<file path="src/rtl/time_window_rolling_mean_unit_assert.svh">
// Assertion macros shared by the rolling mean RTL.
`ifndef TIME_WINDOW_ROLLING_MEAN_UNIT_ASSERT_SVH
`define TIME_WINDOW_ROLLING_MEAN_UNIT_ASSERT_SVH

// Invariant that holds at every clock edge out of reset.
`define TWRM_ASSERT_HOLDS(label, expr) \
  label: assert property (@(posedge clk) disable iff (rst) (expr)) \
    else $error("invariant violated");

// Same-cycle implication.
`define TWRM_ASSERT_IMPLIES(label, ante, cons) \
  label: assert property (@(posedge clk) disable iff (rst) (ante) |-> (cons)) \
    else $error("implication violated");

// Next-cycle implication.
`define TWRM_ASSERT_NEXT(label, ante, cons) \
  label: assert property (@(posedge clk) disable iff (rst) (ante) |=> (cons)) \
    else $error("next-cycle implication violated");

`endif

</file>
<file path="src/rtl/twrm_pkg.sv">
// Types and fixed widths of the time-windowed rolling mean.
package twrm_pkg;

  localparam int TIME_W     = 48;
  localparam int PCT_W      = 14;
  localparam int BYTES_W    = 48;
  localparam int WIN_W      = 20;
  localparam int IN_TDATA_W  = 128;
  localparam int OUT_TDATA_W = 80;

  localparam logic [WIN_W-1:0] WINDOW_MS_RESET = 20'd3000;

  localparam int DIV_LANES  = 3;
  localparam int LANE_CPU   = 0;
  localparam int LANE_MEM   = 1;
  localparam int LANE_BYTES = 2;

  typedef struct packed {
    logic               valid;
    logic [TIME_W-1:0]  time_ms;
    logic [PCT_W-1:0]   cpu_pct;
    logic [PCT_W-1:0]   mem_pct;
    logic [BYTES_W-1:0] mem_bytes;
  } entry_t;

  typedef struct packed {
    logic busy;
    logic done;
  } div_stat_t;

endpackage

</file>
<file path="src/rtl/twrm_div.sv">
// Restoring divider, one quotient bit per cycle, lanes sharing one divisor.
module twrm_div #(
  parameter int DW = 54,
  parameter int CW = 7
) (
  input  logic                                  clk,
  input  logic                                  rst,
  input  logic                                  start,
  input  logic [CW-1:0]                         divisor,
  input  logic [twrm_pkg::DIV_LANES-1:0][DW-1:0] dividend,
  output logic [twrm_pkg::DIV_LANES-1:0][DW-1:0] quot,
  output twrm_pkg::div_stat_t                   stat
);
  import twrm_pkg::*;

  localparam int SW = $clog2(DW + 1);

  logic                          busy;
  logic                          done;
  logic [SW-1:0]                 cnt;
  logic [CW-1:0]                 dsr;
  logic [DIV_LANES-1:0][DW-1:0]  dvd;
  logic [DIV_LANES-1:0][CW-1:0]  rem;
  logic [DIV_LANES-1:0][CW:0]    rem_sh;
  logic [DIV_LANES-1:0]          ge;
  logic [DIV_LANES-1:0][CW:0]    rem_sub;

  always_comb begin
    for (int i = 0; i < DIV_LANES; i++) begin
      rem_sh[i]  = {rem[i], dvd[i][DW-1]};
      ge[i]      = rem_sh[i] >= {1'b0, dsr};
      rem_sub[i] = rem_sh[i] - {1'b0, dsr};
    end
  end

  always_ff @(posedge clk) begin
    if (rst) begin
      busy <= 1'b0;
      done <= 1'b0;
      cnt  <= '0;
    end else begin
      done <= 1'b0;
      if (start) begin
        busy <= 1'b1;
        cnt  <= SW'(DW);
      end else if (busy) begin
        cnt <= cnt - 1'b1;
        if (cnt == SW'(1)) begin
          busy <= 1'b0;
          done <= 1'b1;
        end
      end
    end
  end

  // Dividend register shifts out its top bit and takes the quotient bit in.
  always_ff @(posedge clk) begin
    if (start) begin
      dsr <= divisor;
      dvd <= dividend;
      rem <= '0;
    end else if (busy) begin
      for (int i = 0; i < DIV_LANES; i++) begin
        rem[i] <= ge[i] ? rem_sub[i][CW-1:0] : rem_sh[i][CW-1:0];
        dvd[i] <= {dvd[i][DW-2:0], ge[i]};
      end
    end
  end

  assign quot        = dvd;
  assign stat.busy   = busy;
  assign stat.done   = done;

endmodule

</file>
<file path="config.mk">
export PLATFORM = sky130hd
export DESIGN_NAME = twrm_div
export DESIGN_NICKNAME = d
export VERILOG_FILES = /design/src/rtl/time_window_rolling_mean_unit_assert.svh /design/src/rtl/twrm_pkg.sv /design/src/rtl/twrm_div.sv
export SDC_FILE = /design/constraint.sdc
export NUM_CORES = 1
export LEC_CHECK = 0
export BUFFER_PORTS_ARGS = -buffer_cell sky130_fd_sc_hd__clkbuf_2
export CORE_ASPECT_RATIO = 0.75
export CORE_MARGIN = 2
export CORE_UTILIZATION = 51
export CTS_CLUSTER_SIZE = 8
export DETAILED_ROUTE_END_ITERATION = 10
export PLACE_DENSITY = 0.89
export SYNTH_ARGS = -nofsm -noshare
export SYNTH_HDL_FRONTEND = slang
export SYNTH_SLANG_ARGS = --single-unit
</file>
<file path="constraint.sdc">
create_clock -name clk -period 5.2 [get_ports clk]
set_input_delay 1.04 -clock clk [delete_from_list [all_inputs] [get_ports clk]]
set_output_delay 1.04 -clock clk [all_outputs]
set_load 0.05 [all_outputs]
</file>
=== Yosys cells after proc, flatten, opt, wreduce, memory -nomap -nowiden ===
Cells that the tools add are included.

* Magnitude comparators: 3
* Bitwise gates (word level): 1
* Reductions and logical operators: 3
* Eq/ne operators: 1
* Add/sub/neg operators: 4
* Mux-type cells: 11

{| class="wikitable"
|+ Operator list
! cell !! count
|-
| $mux 162 || 2
|-
| $ge 8x7->1 || 3
|-
| $mux 7 || 3
|-
| $sub 7x7->7 || 3
|-
| $mux 6 || 2
|-
| $eq 6x1->1 const B || 1
|-
| $sub 6x1->6 const B || 1
|-
| $mux 1 || 4
|-
| $reduce_or 3->1 || 1
|-
| $reduce_bool 2->1 || 1
|-
| $reduce_or 2->1 || 1
|-
| $not 1->1 || 1
|}

* Output and inout port bits: 164
* Logic and storage cells: 34
* Input bits: 172
* Flip-flop bits (word level): 198

=== Depth between registers and ports, before layout ===
Gate-level depths: netlist of the first run.

* Word-level depth: 4
* Gate-level depth with buffers: 8
* Gate-level depth less buffers: 7

=== Least setup slack after synthesis of the first run ===
OpenSTA, ideal clock, no wires.

* Path type: input port to flip-flop
* Start point: in start
* End point: reg dvd (netlist bit quot[0]), enable pin
* Data required time: 4.746 ns
* Slack: 1.173 ns
* Data arrival time: 3.573 ns
* Cell stages on the path: 4
* Setup time: 0.454 ns
* Path buffers: 3
* Cells stage by stage: buf_2 buf_2 buf_2 or2_2

* Word-level cells in the longest chain between the ends: 1

{| class="wikitable"
|+ RTL lines
! item !! RTL line !! text
|-
| start: declaration || twrm_div.sv:8 || <nowiki>input logic start,</nowiki>
|-
| $reduce_bool 2->1 (no line) || -- ||
|-
| end signal: assignment || twrm_div.sv:60 || <nowiki>dvd <= dividend;</nowiki>
|-
| end signal: indexed assignment || twrm_div.sv:65 || <nowiki>dvd[i] <= {dvd[i][DW-2:0], ge[i]};</nowiki>
|-
| end: declaration || twrm_div.sv:22 || <nowiki>logic [DIV_LANES-1:0][DW-1:0] dvd;</nowiki>
|}

Every way passes these cells.
A chain may end at the register's enable or synchronous reset.

==> reports/qor.log, run 1 <==
INFO  synthesis      netlist_instances=674
INFO  placement      dpl.hpwl=19,300um
INFO  cells_and_area layout.nets=1,195
INFO  die            io-pin-count=336
INFO  synthesis      count_leader_synth=edfxtp_1
INFO  die            die_x=163um
INFO  synthesis      yosys_warn_count=0
INFO  sta            setup-tns-final=0ps
INFO  placement      placed_cells=1,225
INFO  die            floorplan.die_area=20,100um2
INFO  critical_path  critPathSlowestCell=buf_6
INFO  global_routing antenna_found_initial=1
INFO  power_and_ir_drop power.density=365nW/um2
INFO  synthesis      synth_commonest_cells=edfxtp_1 (169), mux2_2 (161), dfxtp_1 (29)
INFO  power_and_ir_drop p_leak=0.00512uW
INFO  route          routed_wirelength=25,900um
INFO  worst_hold_path min_delay_worst_type=reg -> reg
INFO  global_routing wire_length_of_the_first_global_routing_pass=38,000um
INFO  route          route.detailed.drc=0
INFO  synthesis      edff_count_synth=169
INFO  die            core_rows=43
INFO  clock_network  post_cts.repair.setup_buffers=0
INFO  critical_path  timing.critical_path.cells=buf_6 > inv_1 > nand2_2 > a311oi_1 > a311o_1
INFO  cells_and_area share_of_final_layout_standard_cells_stronger_than_drive_strength_1=0.547
INFO  synthesis      post_synth_num_cell_types=55
INFO  clock_network  worst_skew_pair.late_latency=430ps
INFO  placement      place.gp.congestion=0.896
INFO  global_routing via_count_of_the_first_global_routing_pass=6,861
INFO  die            initial_utilization=0.523
INFO  die            die_y=123um
INFO  cells_and_area final_std_cells_w_o_fill=1,257
INFO  clock_network  cts_num_sinks=198
INFO  synthesis      synth.cell_area=9700um2
INFO  synthesis      synth-async-reset-ratio=0
INFO  critical_path  startpoint_type=input pin
INFO  global_routing globalRouteMet2Util=0.404
INFO  critical_path  worst_ep_arrival_time=3150ps
INFO  sta            rsz0062_at_grt=false
INFO  sta            finalHoldViolCount=0
INFO  placement      placement.io_buffers=335
INFO  run_status     status=finished clean
INFO  synthesis      synth_flop_cell=edfxtp_1
INFO  route          avgRoutedWirePerCell=20.6um
INFO  critical_path  critical_path.max_fanout=99
INFO  critical_path  worst-endpoint-required=5530ps
INFO  critical_path  setup.worst_path.class=in -> reg
INFO  die            core_area=18,600um2
INFO  sta            timing.final.setup_violations=0
INFO  clock_network  holdBufCountCts=0
INFO  critical_path  cpPeakStageDelay=640ps
INFO  route          starting_drc_count_in_detailed_routing=845
INFO  clock_network  clk_pin_slew=80ps
INFO  synthesis      seq_area_frac_synth=0.583
INFO  synthesis      postSynthNetCount=872
INFO  cells_and_area final_util=0.654
INFO  route          detailroute.via_count=7,198
INFO  synthesis      syn-mean-instance-area=14.4um2
INFO  synthesis      synthDominantCellAreaShare=0.523
INFO  global_routing global_route.usage.total=0.251
INFO  sta            slew_violations=0
INFO  route          post_drt_via_cell_ratio=5.73
INFO  sta            timing.final.crit_share=0.543
INFO  sta            tightest_slew=893ps
INFO  synthesis      ys_top_cells_by_area=edfxtp_1 (52%), mux2_2 (19%), dfxtp_1 (6.0%)
INFO  synthesis      yosysTopAreaCell=edfxtp_1
INFO  flow_run       maxCapViolCount=0
INFO  route          ant_nets=0
INFO  clock_network  post_cts_resize_count=0
INFO  power_and_ir_drop post-layout-total-power=4430uW
INFO  sta            final_layout_worst_hold_slack=518ps
INFO  global_routing grt.busiest_layer=met2
INFO  route          first_drt_pass_iteration_count=5
INFO  sta            worst_slew_slack_as_a_fraction_of_its_limit=0.405
INFO  sta            clock_skew=17.6ps
INFO  clock_network  tritoncts=built
INFO  global_routing met1_usage=0.340
INFO  power_and_ir_drop peakVddDrop=0.000215V
INFO  synthesis      synth_seq_cells=198
INFO  clock_network  clock_tree.buffer_depth=2
INFO  global_routing met3_demand_to_capacity_share_in_global_routing=0.0698
INFO  cells_and_area fillerInstances=1,362
INFO  sta            period_needed=2820ps
INFO  cells_and_area synthToLayoutAreaGrowth=25.2%
INFO  critical_path  cp-end-kind=flip-flop
INFO  clock_network  numCtsBuffers=17
INFO  sta            fmaxAchievable=0.354GHz
INFO  clock_network  cts-htree-levels=4
INFO  global_routing grt_max_degree=100
INFO  cells_and_area insertedDiodeCount=0
INFO  clock_network  cts.root.buffer_cell=clkbuf_16
INFO  global_routing global_route.overflow_total=0
[cell usage in the layout (no fill, tap or decap), drive strengths merged, types with 3 or more instances in the layout]
cell      count
a211oi       10
nand3b        5
a41oi        12
o311ai        6
ha           23
nor3b        20
a211o         3
nand2         9
and3         14
nor2b        10
fa            3
nor2         16
buf           7
xnor2         9
clkbuf      352
edfxtp      169
or2           6
a311o         4
o22a          3
nor3         10
clkinv        4
nand3        11
mux2        161
nand2b       11
inv          26
clkinvlp      3
a311oi        7
o21a          4
and2          3
dfxtp        29
a21oi         9
o21ai        13
o31ai        11
nand4         6
[final timing paths]
check | from | end | slack, ps | cells after the start
worst max register to register | quot[161]$_DFFE_PP_ | rem[14]$_SDFFE_PP0P_ | 2870 | 7
worst min register to register | rem[9]$_SDFFE_PP0P_ | rem[9]$_SDFFE_PP0P_ | 520 | 2
worst max-delay path | start | rem[7]$_SDFFE_PP0P_ | 2380 | 5
worst min-delay path | rem[9]$_SDFFE_PP0P_ | rem[9]$_SDFFE_PP0P_ | 520 | 2
[registers in the layout, summed over array words and instances, names as in the netlist]
signal,flops
rem,21
dsr,7
cnt,6
done,1
busy,1
quot,162
[logic make-up (layout without fill, tap and decap cells)]
| logic type | after synthesis | in the layout | synth area share |
|---|---|---|---|
| adder cells (fa/ha/maj) | 26 | 26 | 0.0359 |
| XOR/XNOR | 11 | 11 | 0.00993 |
| multiplexers | 161 | 161 | 0.187 |
| flip-flops | 198 | 198 | 0.583 |
| AO/OA/AOI/OAI | 93 | 93 | 0.0769 |
| buffers and inverters | 56 | 392 | 0.0264 |
| AND/OR/NAND/NOR | 129 | 129 | 0.0809 |
[layer usage]
| metal | share of wire | vias to the layer above | wire (um) |
|---|---|---|---|
| met5 | 0.00031 | - | 8 |
| met4 | 0.013 | 2 | 334 |
| met3 | 0.093 | 31 | 2420 |
| met2 | 0.49 | 372 | 12600 |
| met1 | 0.41 | 3502 | 10600 |
| li1 | - | 3291 | - |
[critical path: cells and delay by family]
family	cells	cell delay [ps]
buffers and inverters	2	1270
AOI/OAI and AO/OA	2	410
and+or+nand+nor	1	380
[report_power, final]
group | internal (uW) | switching, uW
combinational | 338 | 784
sequential | 1920 | 104
clock | 639 | 644
total | 2900 | 1530
[through the flow]
step,instance area [um2],worst slack (ps)
floorplan,9700,1170
global placement,11600,1960
detailed placement,11600,1920
CTS,12100,2370
global route,12100,2200
finish,12100,2380
[cell type report]
| class | instances | area [um2] | share of cell area |
|---|---|---|---|
| clock inverter | 14 | 138 | 0.0113 |
| sequential | 198 | 5660 | 0.466 |
| timing repair buffer | 341 | 1750 | 0.144 |
| tap | 247 | 309 | 0.0254 |
| multi-input combinational | 420 | 3790 | 0.312 |
| clock buffer | 18 | 429 | 0.0353 |
| inverter | 19 | 71.3 | 0.00587 |
Power figures use the tool's default switching activity.
==> inputs of run 2 (changes only) <==
Settings changed: CORE_UTILIZATION 51 to 46, PLACE_DENSITY 0.89 to 0.85.
Clock period 5.2 ns to 2.28 ns, I/O delays scaled along.
==> run 2 against run 1 <==
  * Critical path depth grew 1
  * Die area is 11% higher
  * Clock skew down 5.0 ps
  * First-iteration DRC count is 35% lower
  * Design area is 2.8% higher
  * Combinational power grew 130%
  * Core utilization shrank 4.4 points
  * Sequential share of layout area is 1.3 points lower
  * Register-to-register slack lost 2700 ps
  * Final cell count increased by 3.8%
  * Clock power grew to 2.6 times the previous value
  * Largest power group unchanged
==> reports/qor.log, run 2 (synthesis gave the netlist of run 1 again) <==
INFO  cells_and_area largest_register_ffs=162 [unchanged]
INFO  sta            clock_skew=12.6ps [was 17.6 ps]
INFO  critical_path  critPathSlowestCell=edfxtp_1 [was buf_6]
INFO  worst_hold_path min_delay_worst_type=in -> reg [was reg -> reg]
INFO  power_and_ir_drop peakVddDrop=0.000443V [was 0.000215 V]
INFO  die            initial_utilization=0.475 [was 0.523]
INFO  cells_and_area share_of_final_layout_standard_cells_stronger_than_drive_strength_1=0.557 [was 0.547]
INFO  die            die_x=172um [was 163 um]
INFO  sta            worst_slew_slack_as_a_fraction_of_its_limit=0.609 [was 0.405]
INFO  die            die_y=130um [was 123 um]
INFO  critical_path  cp-end-kind=flip-flop [unchanged]
INFO  global_routing grt_max_degree=66 [was 100]
INFO  die            core_rows=45 [was 43]
INFO  route          routed_wirelength=26,300um [was 25,900 um]
INFO  run_status     status=finished clean [unchanged]
INFO  clock_network  cts_num_sinks=198 [unchanged]
INFO  sta            timing.final.setup_violations=0 [unchanged]
INFO  sta            setup-tns-final=0ps [unchanged]
INFO  cells_and_area layout.nets=1,207 [was 1,195]
INFO  route          ant_nets=0 [unchanged]
INFO  cells_and_area layout.cells.most_common=clkbuf_2 [unchanged]
INFO  critical_path  startpoint_type=flip-flop [was input pin]
INFO  clock_network  clock_tree.buffer_depth=2 [unchanged]
INFO  sta            final_layout_worst_hold_slack=192ps [was 518 ps]
INFO  die            floorplan.die_area=22,300um2 [was 20,100 um2]
INFO  global_routing via_count_of_the_first_global_routing_pass=6,931 [was 6,861]
INFO  clock_network  tritoncts=built [unchanged]
INFO  clock_network  numCtsBuffers=17 [unchanged]
INFO  sta            period_needed=2140ps
INFO  clock_network  holdBufCountCts=0 [unchanged]
INFO  sta            timing.final.crit_share=0.939
INFO  critical_path  critical_path.max_fanout=8 [was 99]
INFO  critical_path  worst-endpoint-required=2460ps [was 5530 ps]
INFO  power_and_ir_drop power.density=845nW/um2 [was 365 nW/um2]
INFO  clock_network  cts-htree-levels=4 [unchanged]
INFO  clock_network  cts.root.buffer_cell=clkbuf_16 [unchanged]
INFO  placement      placement.io_buffers=335 [unchanged]
INFO  critical_path  timing.critical_path.cells=inv_1 > ha_1 > a211oi_2 > and2_1 > nand3_1 > mux2_2 [was buf_6 > inv_1 > nand2_2 > a311oi_1 > a311o_1]
INFO  route          post_drt_via_cell_ratio=5.51 [was 5.73]
INFO  cells_and_area fillerInstances=1,577 [was 1,362]
INFO  die            core_area=20,400um2 [was 18,600 um2]
INFO  clock_network  post_cts.repair.setup_buffers=0 [unchanged]
INFO  critical_path  cpPeakStageDelay=370ps [was 640 ps]
INFO  global_routing global_route.usage.total=0.231 [was 0.251]
INFO  sta            tightest_slew=585ps [was 893 ps]
INFO  sta            rsz0062_at_grt=false [unchanged]
INFO  cells_and_area mostFrequentLayoutCells=clkbuf_2 (334), edfxtp_1 (169), mux2_2 (161), dfxtp_1 (29), ha_1 (23) [unchanged]
INFO  route          first_drt_pass_iteration_count=5 [unchanged]
INFO  cells_and_area synthToLayoutAreaGrowth=28.7% [was 25.2%]
INFO  placement      dpl.hpwl=20,200um [was 19,300 um]
INFO  flow_run       maxCapViolCount=0 [unchanged]
INFO  route          detailroute.via_count=7,185 [was 7,198]
INFO  global_routing wire_length_of_the_first_global_routing_pass=38,800um [was 38,000 um]
INFO  clock_network  post_cts_resize_count=0 [unchanged]
INFO  clock_network  clk_pin_slew=80ps [about the same]
INFO  sta            slew_violations=0 [unchanged]
INFO  route          route.detailed.drc=0 [unchanged]
INFO  placement      place.gp.congestion=0.902 [was 0.896]
INFO  sta            fmaxAchievable=0.467GHz
INFO  die            io-pin-count=336 [unchanged]
INFO  critical_path  worst_path_dominant_cell_family=simple AND/OR/NAND/NOR gates [was buffers and inverters]
INFO  critical_path  worst_ep_arrival_time=2320ps [was 3150 ps]
INFO  sta            finalHoldViolCount=0 [unchanged]
INFO  route          avgRoutedWirePerCell=20.2um [was 20.6 um]
INFO  critical_path  crit_buf_inv=1 [was 2]
INFO  critical_path  setup.worst_path.class=reg -> reg [was in -> reg]
INFO  route          starting_drc_count_in_detailed_routing=549 [was 845]
INFO  global_routing antenna_found_initial=1 [unchanged]
INFO  global_routing global_route.overflow_total=0 [unchanged]
INFO  power_and_ir_drop p_leak=0.00527uW [was 0.00512 uW]
INFO  clock_network  worst_skew_pair.late_latency=440ps [was 430 ps]
[run 2: final timing paths]
check,from,depth (start not counted),slack (ps),end
max,dsr[6]$_DFFE_PP_,6,140,quot[54]$_DFFE_PP_
min,divisor[5],1,190,dsr[5]$_DFFE_PP_
max reg2reg,dsr[6]$_DFFE_PP_,6,140,quot[54]$_DFFE_PP_
min reg2reg,rem[16]$_SDFFE_PP0P_,2,520,rem[16]$_SDFFE_PP0P_
[run 2: stage by stage]
stage	setup WS [ps]	cells	power, uW	cell area, um2	utilization
floorplan	-132	674	6540	9760	-
global placement	212	1272	7240	11800	0.578
detailed placement	171	1272	7280	11800	0.578
CTS	154	1304	10600	12500	0.611
global route	11.0	1304	10900	12500	0.611
finish	138	1305	10600	12500	0.611
[run 2: where the power goes]
group	internal, uW	switching, uW	total, uW
Sequential	4370	227	4600
Combinational	811	1810	2620
Clock	1730	1590	3330
Total	6920	3630	10600
[run 2: layout make-up]
| cell class | instances | area [um2] | area share |
|---|---|---|---|
| multi-input cells | 420 | 3820 | 0.306 |
| clock inverters | 15 | 246 | 0.0197 |
| clock buffers | 17 | 425 | 0.0341 |
| flip-flops and latches | 198 | 5660 | 0.453 |
| inverters | 19 | 71.3 | 0.00571 |
| diodes | 1 | 2.50 | 0.000200 |
| well taps | 282 | 353 | 0.0283 |
| repair buffers | 353 | 1910 | 0.153 |
[run 2: worst reg2reg max path, stage by stage (launching register included)]
cell and delay [ps]:
edfxtp_1 370, inv_1 150, ha_1 340, a211oi_2 260, and2_1 340, nand3_1 150, mux2_2 290
[run 2: per-layer routing]
layer  vias up  global-route usage  part of all wire
li1       3323                   -                 -
met1      3446               0.318              0.42
met2       367               0.355              0.46
met3        49              0.0643             0.089
met4         0              0.0828             0.028
met5         -                   0                 0
